[config.mk]
export PLATFORM = sky130hd
export DESIGN_NAME = reply_frame_deframer_unit
export DESIGN_NICKNAME = d
export VERILOG_FILES = /design/src/hdl/rfd_pkg.sv /design/src/hdl/rfd_cfg.sv /design/src/hdl/rfd_step.sv /design/src/hdl/reply_frame_deframer_unit.sv
export SDC_FILE = /design/constraint.sdc
export NUM_CORES = 1
export LEC_CHECK = 0
export BUFFER_PORTS_ARGS = -buffer_cell sky130_fd_sc_hd__buf_2
export CAP_MARGIN = 10
export CORE_ASPECT_RATIO = 0.75
export CORE_MARGIN = 2
export CORE_UTILIZATION = 38
export CTS_BUF_LIST = sky130_fd_sc_hd__clkbuf_4
export DETAILED_ROUTE_END_ITERATION = 8
export PLACE_DENSITY = 0.57
export SYNTH_ARGS = -nofsm -noshare
export SYNTH_HDL_FRONTEND = slang
export SYNTH_SLANG_ARGS = --single-unit
[constraint.sdc]
create_clock -name clk -period 5 [get_ports clk]
set_input_delay 1 -clock clk [delete_from_list [all_inputs] [get_ports clk]]
set_output_delay 1 -clock clk [all_outputs]
set_load 0.1 [all_outputs]
[src/hdl/rfd_pkg.sv]
// ----------------------------------------------------------------------------
// rfd_pkg
// Shared types, codes and constants of the reply frame deframer.
// ----------------------------------------------------------------------------
package rfd_pkg;

    localparam int          REPLY_BUF_BYTES_DEF = 1024;
    localparam logic [15:0] MAGIC_WORD_A        = 16'h5050;
    localparam logic [15:0] MAGIC_WORD_B        = 16'h7d82;
    localparam logic [31:0] HEADER_BYTES        = 32'd8;

    localparam int APB_ADDR_W = 3;
    localparam int APB_DATA_W = 32;

    // register index, taken from paddr[2]
    localparam logic REG_SINK_ENABLED  = 1'b0;
    localparam logic REG_DATA_CMD_CODE = 1'b1;

    localparam logic [15:0] DATA_CMD_RESET = 16'd1501;

    typedef enum logic [1:0] {
        PH_TOP = 2'd0,
        PH_HDR = 2'd1,
        PH_PAY = 2'd2
    } phase_t;

    typedef enum logic [2:0] {
        ST_HDR   = 3'd0,
        ST_SINK  = 3'd1,
        ST_KEPT  = 3'd2,
        ST_DROP  = 3'd3,
        ST_MAGIC = 3'd4,
        ST_SHORT = 3'd5
    } status_t;

    typedef struct packed {
        logic        sink_enabled;
        logic [15:0] data_cmd_code;
    } rfd_cfg_t;

    typedef struct packed {
        status_t     status;
        logic [7:0]  data_byte;
        logic [9:0]  reply_index;
        logic [15:0] frame_cmd;
        logic [15:0] frame_tag;
        logic [15:0] sess_word;
        logic [10:0] kept_len;
        logic        frame_end;
    } rfd_result_t;

    // expected magic byte at top-block position 0..3
    function automatic logic [7:0] magic_byte(input logic [1:0] pos);
        logic [7:0] b;
        case (pos)
            2'd0:    b = MAGIC_WORD_A[7:0];
            2'd1:    b = MAGIC_WORD_A[15:8];
            2'd2:    b = MAGIC_WORD_B[7:0];
            default: b = MAGIC_WORD_B[15:8];
        endcase
        return b;
    endfunction

endpackage

[src/hdl/rfd_cfg.sv]
// ----------------------------------------------------------------------------
// rfd_cfg
// APB register file: sink enable and data command code.
// ----------------------------------------------------------------------------
module rfd_cfg (
    input  logic                           clk,
    input  logic                           rst_n,
    input  logic                           psel,
    input  logic                           penable,
    input  logic                           pwrite,
    input  logic [rfd_pkg::APB_ADDR_W-1:0] paddr,
    input  logic [rfd_pkg::APB_DATA_W-1:0] pwdata,
    output logic [rfd_pkg::APB_DATA_W-1:0] prdata,
    output logic                           pready,
    output rfd_pkg::rfd_cfg_t              cfg
);
    import rfd_pkg::*;

    logic        sink_enabled_reg;
    logic [15:0] data_cmd_code_reg;
    logic        wr_en;

    assign pready = 1'b1;
    assign wr_en  = psel && penable && pwrite;

    always_ff @(posedge clk or negedge rst_n)
    begin
        if (!rst_n)
        begin
            sink_enabled_reg  <= 1'b0;
            data_cmd_code_reg <= DATA_CMD_RESET;
        end
        else if (wr_en)
        begin
            unique case (paddr[2])
                REG_SINK_ENABLED:  sink_enabled_reg  <= pwdata[0];
                REG_DATA_CMD_CODE: data_cmd_code_reg <= pwdata[15:0];
                default:           ;
            endcase
        end
    end

    always_comb
    begin
        unique case (paddr[2])
            REG_SINK_ENABLED:  prdata = {31'b0, sink_enabled_reg};
            REG_DATA_CMD_CODE: prdata = {16'b0, data_cmd_code_reg};
            default:           prdata = '0;
        endcase
    end

    assign cfg.sink_enabled  = sink_enabled_reg;
    assign cfg.data_cmd_code = data_cmd_code_reg;

endmodule

[src/hdl/rfd_step.sv]
// ----------------------------------------------------------------------------
// rfd_step
// Frame state and the per-byte decode: top block check, header capture,
// payload routing. Result is combinational from the registered input byte.
// ----------------------------------------------------------------------------
module rfd_step #(
    parameter int REPLY_BUF_BYTES = rfd_pkg::REPLY_BUF_BYTES_DEF
) (
    input  logic                  clk,
    input  logic                  rst_n,
    input  logic                  step_en,
    input  logic [7:0]            rx_byte,
    input  logic                  clear_session,
    input  rfd_pkg::rfd_cfg_t     cfg,
    output rfd_pkg::rfd_result_t  result
);
    import rfd_pkg::*;

    localparam int KEPT_W = $clog2(REPLY_BUF_BYTES + 1);

    phase_t              phase_reg,        phase_next;
    logic [2:0]          field_count_reg,  field_count_next;
    logic                magic_good_reg,   magic_good_next;
    logic [31:0]         frame_length_reg, frame_length_next;
    logic [15:0]         cmd_word_reg,     cmd_word_next;
    logic [15:0]         reply_word_reg,   reply_word_next;
    logic [15:0]         session_word_reg, session_word_next;
    logic [7:0]          session_low_reg,  session_low_next;
    logic [31:0]         payload_left_reg, payload_left_next;
    logic                to_sink_reg,      to_sink_next;
    logic [KEPT_W-1:0]   kept_count_reg,   kept_count_next;

    logic [15:0]         session_base;
    logic                magic_match;
    logic                magic_base;
    logic [31:0]         payload_dec;
    logic                buf_room;
    logic [KEPT_W+10:0]  kept_ext;
    logic [KEPT_W+10:0]  index_ext;
    status_t             status;
    logic [7:0]          data_byte;
    logic                frame_end;

    assign session_base = clear_session ? 16'd0 : session_word_reg;
    assign magic_match  = (rx_byte == magic_byte(field_count_reg[1:0]));
    assign magic_base   = (field_count_reg == 3'd0) ? 1'b1 : magic_good_reg;
    assign payload_dec  = payload_left_reg - 32'd1;
    assign buf_room     = (kept_count_reg < KEPT_W'(REPLY_BUF_BYTES));

    // top-block byte insert into the length word
    always_comb
    begin
        frame_length_next = frame_length_reg;
        if (phase_reg != PH_HDR && phase_reg != PH_PAY && field_count_reg[2])
        begin
            case (field_count_reg[1:0])
                2'd0:    frame_length_next[7:0]   = rx_byte;
                2'd1:    frame_length_next[15:8]  = rx_byte;
                2'd2:    frame_length_next[23:16] = rx_byte;
                default: frame_length_next[31:24] = rx_byte;
            endcase
        end
    end

    // next phase
    always_comb
    begin
        phase_next = phase_reg;
        unique case (phase_reg)
            PH_HDR:
            begin
                if (field_count_reg == 3'd7)
                    phase_next = (frame_length_reg == HEADER_BYTES) ? PH_TOP : PH_PAY;
            end
            PH_PAY:
            begin
                if (payload_dec == 32'd0)
                    phase_next = PH_TOP;
            end
            default:
            begin
                phase_next = PH_TOP;
                if (field_count_reg == 3'd7 && magic_good_next
                    && frame_length_next >= HEADER_BYTES)
                    phase_next = PH_HDR;
            end
        endcase
    end

    // datapath and result
    always_comb
    begin
        field_count_next  = field_count_reg;
        magic_good_next   = magic_good_reg;
        cmd_word_next     = cmd_word_reg;
        reply_word_next   = reply_word_reg;
        session_word_next = session_base;
        session_low_next  = session_low_reg;
        payload_left_next = payload_left_reg;
        to_sink_next      = to_sink_reg;
        kept_count_next   = kept_count_reg;
        status            = ST_HDR;
        data_byte         = 8'd0;
        index_ext         = '0;
        frame_end         = 1'b0;

        unique case (phase_reg)
            PH_HDR:
            begin
                field_count_next = field_count_reg + 3'd1;
                case (field_count_reg)
                    3'd0: cmd_word_next = {8'd0, rx_byte};
                    3'd1: cmd_word_next = {rx_byte, cmd_word_reg[7:0]};
                    3'd4: session_low_next = rx_byte;
                    3'd5:
                    begin
                        if (session_base == 16'd0)
                            session_word_next = {rx_byte, session_low_reg};
                    end
                    3'd6: reply_word_next = {8'd0, rx_byte};
                    3'd7: reply_word_next = {rx_byte, reply_word_reg[7:0]};
                    default: ;
                endcase
                if (field_count_reg == 3'd7)
                begin
                    kept_count_next   = '0;
                    to_sink_next      = cfg.sink_enabled
                                        && (cmd_word_reg == cfg.data_cmd_code);
                    payload_left_next = frame_length_reg - HEADER_BYTES;
                    frame_end         = (frame_length_reg == HEADER_BYTES);
                end
            end
            PH_PAY:
            begin
                payload_left_next = payload_dec;
                frame_end         = (payload_dec == 32'd0);
                if (to_sink_reg)
                begin
                    status    = ST_SINK;
                    data_byte = rx_byte;
                end
                else if (buf_room)
                begin
                    status          = ST_KEPT;
                    data_byte       = rx_byte;
                    index_ext       = {11'd0, kept_count_reg};
                    kept_count_next = kept_count_reg + KEPT_W'(1);
                end
                else
                begin
                    status = ST_DROP;
                end
            end
            default:
            begin
                field_count_next = field_count_reg + 3'd1;
                if (!field_count_reg[2])
                    magic_good_next = magic_base && magic_match;
                else if (field_count_reg == 3'd0)
                    magic_good_next = 1'b1;
                if (field_count_reg == 3'd7)
                begin
                    if (!magic_good_reg)
                    begin
                        status    = ST_MAGIC;
                        frame_end = 1'b1;
                    end
                    else if (frame_length_next < HEADER_BYTES)
                    begin
                        status    = ST_SHORT;
                        frame_end = 1'b1;
                    end
                end
            end
        endcase
    end

    assign kept_ext = {11'd0, kept_count_next};

    assign result.status      = status;
    assign result.data_byte   = data_byte;
    assign result.reply_index = index_ext[9:0];
    assign result.frame_cmd   = cmd_word_next;
    assign result.frame_tag   = reply_word_next;
    assign result.sess_word   = session_word_next;
    assign result.kept_len    = kept_ext[10:0];
    assign result.frame_end   = frame_end;

    always_ff @(posedge clk or negedge rst_n)
    begin
        if (!rst_n)
        begin
            phase_reg        <= PH_TOP;
            field_count_reg  <= 3'd0;
            magic_good_reg   <= 1'b1;
            frame_length_reg <= 32'd0;
            cmd_word_reg     <= 16'd0;
            reply_word_reg   <= 16'd0;
            session_word_reg <= 16'd0;
            session_low_reg  <= 8'd0;
            payload_left_reg <= 32'd0;
            to_sink_reg      <= 1'b0;
            kept_count_reg   <= '0;
        end
        else if (step_en)
        begin
            phase_reg        <= phase_next;
            field_count_reg  <= field_count_next;
            magic_good_reg   <= magic_good_next;
            frame_length_reg <= frame_length_next;
            cmd_word_reg     <= cmd_word_next;
            reply_word_reg   <= reply_word_next;
            session_word_reg <= session_word_next;
            session_low_reg  <= session_low_next;
            payload_left_reg <= payload_left_next;
            to_sink_reg      <= to_sink_next;
            kept_count_reg   <= kept_count_next;
        end
    end

endmodule

[src/hdl/reply_frame_deframer_unit.sv]
// rx transfers load the input register; the result register loads from it when out_free
// throughput: one byte per cycle, limited only by the result handshake
// one result per byte; the input and result registers decouple the two sides
// reset: rst_n clears the frame state to the top block, session id to zero,
// sink mode off and the data command code to 1501
// ----------------------------------------------------------------------------
// reply_frame_deframer_unit
// Byte stream deframer: input register, per-byte decode, result register.
// ----------------------------------------------------------------------------
module reply_frame_deframer_unit #(
    parameter int REPLY_BUF_BYTES = rfd_pkg::REPLY_BUF_BYTES_DEF
) (
    input  logic                           clk,
    input  logic                           rst_n,
    input  logic                           psel,
    input  logic                           penable,
    input  logic                           pwrite,
    input  logic [rfd_pkg::APB_ADDR_W-1:0] paddr,
    input  logic [rfd_pkg::APB_DATA_W-1:0] pwdata,
    output logic [rfd_pkg::APB_DATA_W-1:0] prdata,
    output logic                           pready,
    input  logic                           rx_valid,
    output logic                           rx_ready,
    input  logic [7:0]                     rx_byte,
    input  logic                           clear_session,
    output logic                           res_valid,
    input  logic                           res_ready,
    output logic [2:0]                     status,
    output logic [7:0]                     data_byte,
    output logic [9:0]                     reply_index,
    output logic [15:0]                    frame_cmd,
    output logic [15:0]                    frame_tag,
    output logic [15:0]                    sess_word,
    output logic [10:0]                    kept_len,
    output logic                           frame_end
);
    import rfd_pkg::*;

    rfd_cfg_t    cfg;
    rfd_result_t step_result;
    rfd_result_t res_reg;

    logic        in_valid_reg, in_valid_next;
    logic [7:0]  in_byte_reg;
    logic        in_clear_reg;
    logic        res_valid_reg, res_valid_next;
    logic        out_free;
    logic        step_en;
    logic        rx_take;

    rfd_cfg u_cfg (
        .clk     (clk),
        .rst_n   (rst_n),
        .psel    (psel),
        .penable (penable),
        .pwrite  (pwrite),
        .paddr   (paddr),
        .pwdata  (pwdata),
        .prdata  (prdata),
        .pready  (pready),
        .cfg     (cfg)
    );

    rfd_step #(
        .REPLY_BUF_BYTES (REPLY_BUF_BYTES)
    ) u_step (
        .clk           (clk),
        .rst_n         (rst_n),
        .step_en       (step_en),
        .rx_byte       (in_byte_reg),
        .clear_session (in_clear_reg),
        .cfg           (cfg),
        .result        (step_result)
    );

    assign out_free = !res_valid_reg || res_ready;
    assign rx_ready = !in_valid_reg || out_free;
    assign rx_take  = rx_valid && rx_ready;
    assign step_en  = in_valid_reg && out_free;

    always_comb
    begin
        in_valid_next = in_valid_reg;
        if (rx_take)
            in_valid_next = 1'b1;
        else if (out_free)
            in_valid_next = 1'b0;

        res_valid_next = res_valid_reg;
        if (step_en)
            res_valid_next = 1'b1;
        else if (res_ready)
            res_valid_next = 1'b0;
    end

    always_ff @(posedge clk or negedge rst_n)
    begin
        if (!rst_n)
        begin
            in_valid_reg  <= 1'b0;
            res_valid_reg <= 1'b0;
        end
        else
        begin
            in_valid_reg  <= in_valid_next;
            res_valid_reg <= res_valid_next;
        end
    end

    always_ff @(posedge clk)
    begin
        if (rx_take)
        begin
            in_byte_reg  <= rx_byte;
            in_clear_reg <= clear_session;
        end
        if (step_en)
            res_reg <= step_result;
    end

    assign res_valid   = res_valid_reg;
    assign status      = res_reg.status;
    assign data_byte   = res_reg.data_byte;
    assign reply_index = res_reg.reply_index;
    assign frame_cmd   = res_reg.frame_cmd;
    assign frame_tag   = res_reg.frame_tag;
    assign sess_word   = res_reg.sess_word;
    assign kept_len    = res_reg.kept_len;
    assign frame_end   = res_reg.frame_end;

    // errors always close the frame
    assert property (@(posedge clk) disable iff (!rst_n)
        res_valid && (status == ST_MAGIC || status == ST_SHORT) |-> frame_end)
        else $error("error result without frame_end");

    // a kept byte advances the reply length by one past its index
    assert property (@(posedge clk) disable iff (!rst_n)
        res_valid && status == ST_KEPT |-> kept_len[9:0] == reply_index + 10'd1)
        else $error("reply length out of step with reply index");

    // only sink and kept bytes carry payload data
    assert property (@(posedge clk) disable iff (!rst_n)
        res_valid && status != ST_SINK && status != ST_KEPT |-> data_byte == 8'd0)
        else $error("payload byte on a non-payload result");

endmodule
# Word level (Yosys, flattened, before mapping)
# Cells that the tools add are included.
word_totals:
  regBits: 247
  in_bits: 51
classes:
  addsub: 4
  n_reduce_logical: 32
  n_lt_le_gt_ge: 3
  mux: 46
  bitwise_logic: 3
  n_eq_ne: 16
ops:
  columns: ["cell", "count"]
  rows:
  - ["case mux 32 bit (2 select lines)", 2]
  - ["2-to-1 mux 16 bit", 6]
  - ["2-to-1 mux 32 bit", 2]
  - ["case mux 16 bit (2 select lines)", 2]
  - ["2-to-1 mux 8 bit", 6]
  - ["2-to-1 mux 11 bit", 3]
  - ["equality test 32 x 4 -> 1 bit (second input constant)", 1]
  - ["greater-or-equal comparator 32 x 4 -> 1 bit (second input constant)", 1]
  - ["logical NOT 32 bit", 1]
  - ["less-than comparator 32 x 4 -> 1 bit (second input constant)", 1]
  - ["subtractor 32 x 1 -> 32 bit (second input constant)", 1]
  - ["subtractor 32 x 4 -> 32 bit (second input constant)", 1]
  - ["case mux 11 bit (2 select lines)", 1]
  - ["equality test 16 bit", 1]
  - ["logical NOT 16 bit", 1]
  - ["case mux 8 bit (2 select lines)", 1]
  - ["2-to-1 mux 1 bit", 13]
  - ["equality test 3 bit (second input constant)", 4]
  - ["2-to-1 mux 3 bit", 4]
  - ["AND reduction 3 bit", 4]
  - ["adder 11 x 1 -> 11 bit (second input constant)", 1]
  - ["less-than comparator 11 bit (second input constant)", 1]
  - ["logical AND 1 bit", 10]
  - ["equality test 8 bit", 1]
  - ["other kinds (19)", 35]

# Longest topological paths before layout
depth:
  ltp_word: 11
  ltp_mapped: 12

# Cells and area by module
# From an unflattened synthesis, not the netlist that was laid out.
hier_totals:
  hier_cells: 1066
  hier_area_um2: 12075.3
by_module_without_submodules:
  columns: ["module", "seq_area_each_um2", "instances", "area_per_inst_um2", "cells_each"]
  rows:
  - ["rfd_step", 3454.6, 1, 8300.5, 893]
  - ["reply_frame_deframer_unit", 2752.6, 1, 2806.4, 98]
  - ["rfd_cfg", 435.4, 1, 968.4, 75]

# Worst setup path after synthesis
# Ideal clock, no wire load.
synth_path:
  path_type: "input-to-reg"
  startpoint: "input res_ready"
  endpoint: "register res_reg, in the netlist data_byte[0] (enable)"
  n_path_buf: 3
  t_arrival_ps: 4353
  setup_ps: 477
  path_stages: 6
  slack_ps: 170
  path_cell_list: "nand2b_1 nand2_1 inv_1 clkbuf_1 clkbuf_1 clkbuf_1"
synth_between:
  elab_chain_len: 2
synth_rtl:
  columns: ["item", "line_no", "rtl"]
  rows:
  - ["from (decl)", "reply_frame_deframer_unit.sv:27", "input logic res_ready,"]
  - ["logical OR 1 bit", "reply_frame_deframer_unit.sv:76", "assign out_free = !res_valid_reg || res_ready;"]
  - ["logical AND 1 bit", "reply_frame_deframer_unit.sv:79", "assign step_en = in_valid_reg && out_free;"]
  - ["to (signal assigned)", "reply_frame_deframer_unit.sv:118", "res_reg <= step_result;"]
  - ["to (decl)", "reply_frame_deframer_unit.sv:41", "rfd_result_t res_reg;"]
# Every way passes these cells.
# A chain may end at the register's enable or synchronous reset.

# Worst setup path in the final report
layout_path:
  startpoint: "register u_step.payload_left_reg[7]"
  endpoint: "register u_step.phase_reg[1]"
layout_between:
  elab_chain_len: 4
layout_rtl:
  columns: ["item", "line_no", "rtl"]
  rows:
  - ["from (decl)", "rfd_step.sv:29", "logic [31:0] payload_left_reg, payload_left_next;"]
  - ["from (signal assigned)", "rfd_step.sv:215", "payload_left_reg <= payload_left_next;"]
  - ["subtractor 32 x 1 -> 32 bit", "rfd_step.sv:47", "assign payload_dec = payload_left_reg - 32'd1;"]
  - ["logical NOT 32 bit", "rfd_step.sv:77", "if (payload_dec == 32'd0)"]
  - ["inequality test 2 x 1 -> 1 bit (no line)", null, null]
  - ["AND reduction 3 bit (no line)", null, null]
  - ["to (signal assigned)", "rfd_step.sv:207", "phase_reg <= phase_next;"]
  - ["to (decl)", "rfd_step.sv:21", "phase_t phase_reg, phase_next;"]
# Every way passes these cells.

==> flow_summary_export.csv <==
group,metric,value,unit
critical_path,slowest_delay,0.70,ns
yosys,synth-simple-area-share,18.2,%
yosys,synth_mux_area_share,7.92,%
placed_design,dp_hpwl,20500,um
yosys,synth_warnings,0,
run,drv_cap,0,
critical_path,path_cells,"nor4_1, nand4_1, or4b_1, a211oi_2, nand4_1, a21oi_2, mux2_1",
timing,finClkSkew,0.0557,ns
clocking,cts_resized,0,
yosys,synth_top_family_by_area,"simple AND/OR/NAND/NOR gates",
timing,slew-limit-headroom,21.9,%
clocking,cts_setup_buffers,0,
floorplanning,die_w,210,um
yosys,ys_seq_elements,247,
floorplanning,fp.dieArea,0.0333,mm^2
power,max-vdd-ir-drop,0.295,mV
placed_design,numPortBuffers,131,
critical_path,start_kind,"flop",
critical_path,r2r-start,"u_step.payload_left_reg[7]",
layout,area_growth,15.0,%
layout,stdcell_count,1758,
critical_path,critical_path_class,"reg2reg",
timing,fmaxAchievable,0.271,GHz
clocking,clock-sinks,247,
drt,route.vias.total,9364,
floorplanning,initial_utilization,38.7,%
placed_design,placed_cells,1637,
layout,fillers,3012,
global_routing,grt-ovfl-total,0,
critical_path,crit_path_frequent_cell,"nand4_1",
floorplanning,rows,56,
floorplanning,die-height,159,um
critical_path,r2r_end,"u_step.phase_reg[1]",
timing,finalCritPeriodShare,73.7,%
critical_path,startpoint,"u_step.payload_left_reg[7]",
layout,final_cell_mix,"nand2_1, dfrtp_1, buf_2, edfxtp_1, clkbuf_4",
timing,drv_slew,0,
clocking,clk_latency,0.70,ns
timing,whs,0.428,ns
drt,totalWireLength,31500,um
drt,drt-initial-drc-count,640,
floorplanning,core_area,0.0313,mm^2
timing,tightest_slew,1.16,ns
timing,setup_viol,0,
layout,final_common_cell,"nand2_1",
drt,wl_per_cell,17.9,um
placed_design,place_congestion,0.881,
drt,vias_per_cell,5.33,
clocking,cts_hold_buffers,0,
critical_path,worst_path_max_delay_cell,"nor4_1",
global_routing,antenna_found_initial,1,
yosys,avgSynthCellArea,10.5,um^2
global_routing,grt_pass1_wl,49600,um
yosys,synth_fa_ha_area_share,1.24,%
yosys,ys.flop_type,"dfrtp_1",
timing,period_needed,3.68,ns
critical_path,cp_num_cells,7,
power,finalPower,7.60,mW
run_status,status,"complete, no violations",
critical_path,crit_path_max_fanout,11,
critical_path,ff2ff_path_depth,7,
yosys,ys_seq_area_share,54.9,%
yosys,yosysUniqueCellTypes,60,
drt,detail_route.drc_violations,0,
yosys,syn_area,0.0121,mm^2
drt,postRouteAntennaNets,0,
clocking,clk_pin_slew,0.06,ns
critical_path,rrSetupSlack,1.32,ns
global_routing,track_usage,19.1,%
timing,hold_viol,0,
layout,drive_above_1_share,25.1,%
critical_path,crit_buf_inv,0,
clocking,cts_buffers,66,
critical_path,critical_path.top_delay_family,"simple AND/OR/NAND/NOR gates",
critical_path,crit_arrival,4.24,ns
power,power.density,546,mW/mm^2
yosys,synth_cells,1157,
worst_hold_path,hp-class,"in2async",
drt,firstDrtPassIters,5,
global_routing,grt_pass1_vias,8904,
critical_path,crit_path_end,"u_step.phase_reg[1]",
yosys,synth_edf_count,90,
clocking,cts_tree,"built",
global_routing,grt_max_degree,91,
clocking,cts.htree.levels,3,
layout,nets,1362,
timing,rsz0062_at_grt,"false",
floorplanning,ioPinCount,167,
critical_path,crit_required,5.56,ns
clocking,max-clock-path-buffers,3,
critical_path,endpoint_kind,"flop",
timing,final.setup.tns,0,ns
clocking,cts-root-buf,"clkbuf_4",
yosys,synth_compound_area_share,10.2,%
yosys,synth_xor_area_share,3.40,%
power,power.static_leakage,5.91,nW
yosys,ys_async_sr_fraction,63.6,%
## layout make-up
class                   count  area, um^2  share of cell area [%]
repair buffers            139         734                    5.27
inverters                  35         136                   0.979
flip-flops and latches    247        6640                    47.7
multi-input cells         810        5030                    36.1
well taps                 406         508                    3.65
clock inverters            33         225                    1.62
clock buffers              86         646                    4.64
diodes                      2        5.00                  0.0359
## routing by layer
layer	vias to the layer above	global-route usage, %	part of all wire, %
met2	220	27.4	43
met1	4607	28.9	50
met4	0	5.30	1.3
li1	4496	-	-
met5	-	0	0
met3	41	4.16	4.9
## cell usage after synthesis (26+ instances only)
cell      instances  share of area [%]
nand2_1         173                5.4
nor4_1           30                1.5
nand3_1          52                2.1
o21ai_0          80                3.3
a21oi_1          32                1.3
dfrtp_1         148                 31
mux2_2           78                7.3
inv_1            35                1.1
o22ai_1          26                1.3
clkbuf_1         61                1.9
xnor2_1          33                2.4
edfxtp_1         90                 22
nor2_1           57                1.8
and2_1           29                1.5
## worst min path at each step
stage                                        to  slack [ns]  cells after the start
floorplan              u_step.reply_word_reg[0]        0.45                      2
global placement       u_step.reply_word_reg[5]        0.46                      2
detailed placement     u_step.reply_word_reg[3]        0.46                      2
CTS                 u_step.payload_left_reg[23]        0.40                      1
global route                     in_byte_reg[7]        0.41                      1
finish              u_step.payload_left_reg[23]        0.43                      1
## where the power goes
group	leakage (nW)	switching [mW]	internal [mW]	total [mW]
Sequential	2.91	0.631	2.63	3.27
Combinational	2.49	1.64	0.832	2.47
Clock	0.511	0.885	0.978	1.86
Total	5.91	3.16	4.44	7.60
## cell families after synthesis
kind of cell	count (synthesis)
flip-flops	247
multiplexers	86
AND/OR/NAND/NOR	448
buffers and inverters	115
AO/OA/AOI/OAI	200
XOR/XNOR	47
other	2
adder cells (fa/ha/maj)	12
## stage by stage
stage	cell area [um^2]	utilization, %	setup WS, ns
floorplan	12200	-	0.170
global placement	13100	41.7	1.32
detailed placement	13100	41.7	1.30
CTS	13900	44.5	1.33
global route	13900	44.5	1.06
finish	13900	44.5	1.32
Note: power is estimated with default switching activity, not from simulation.
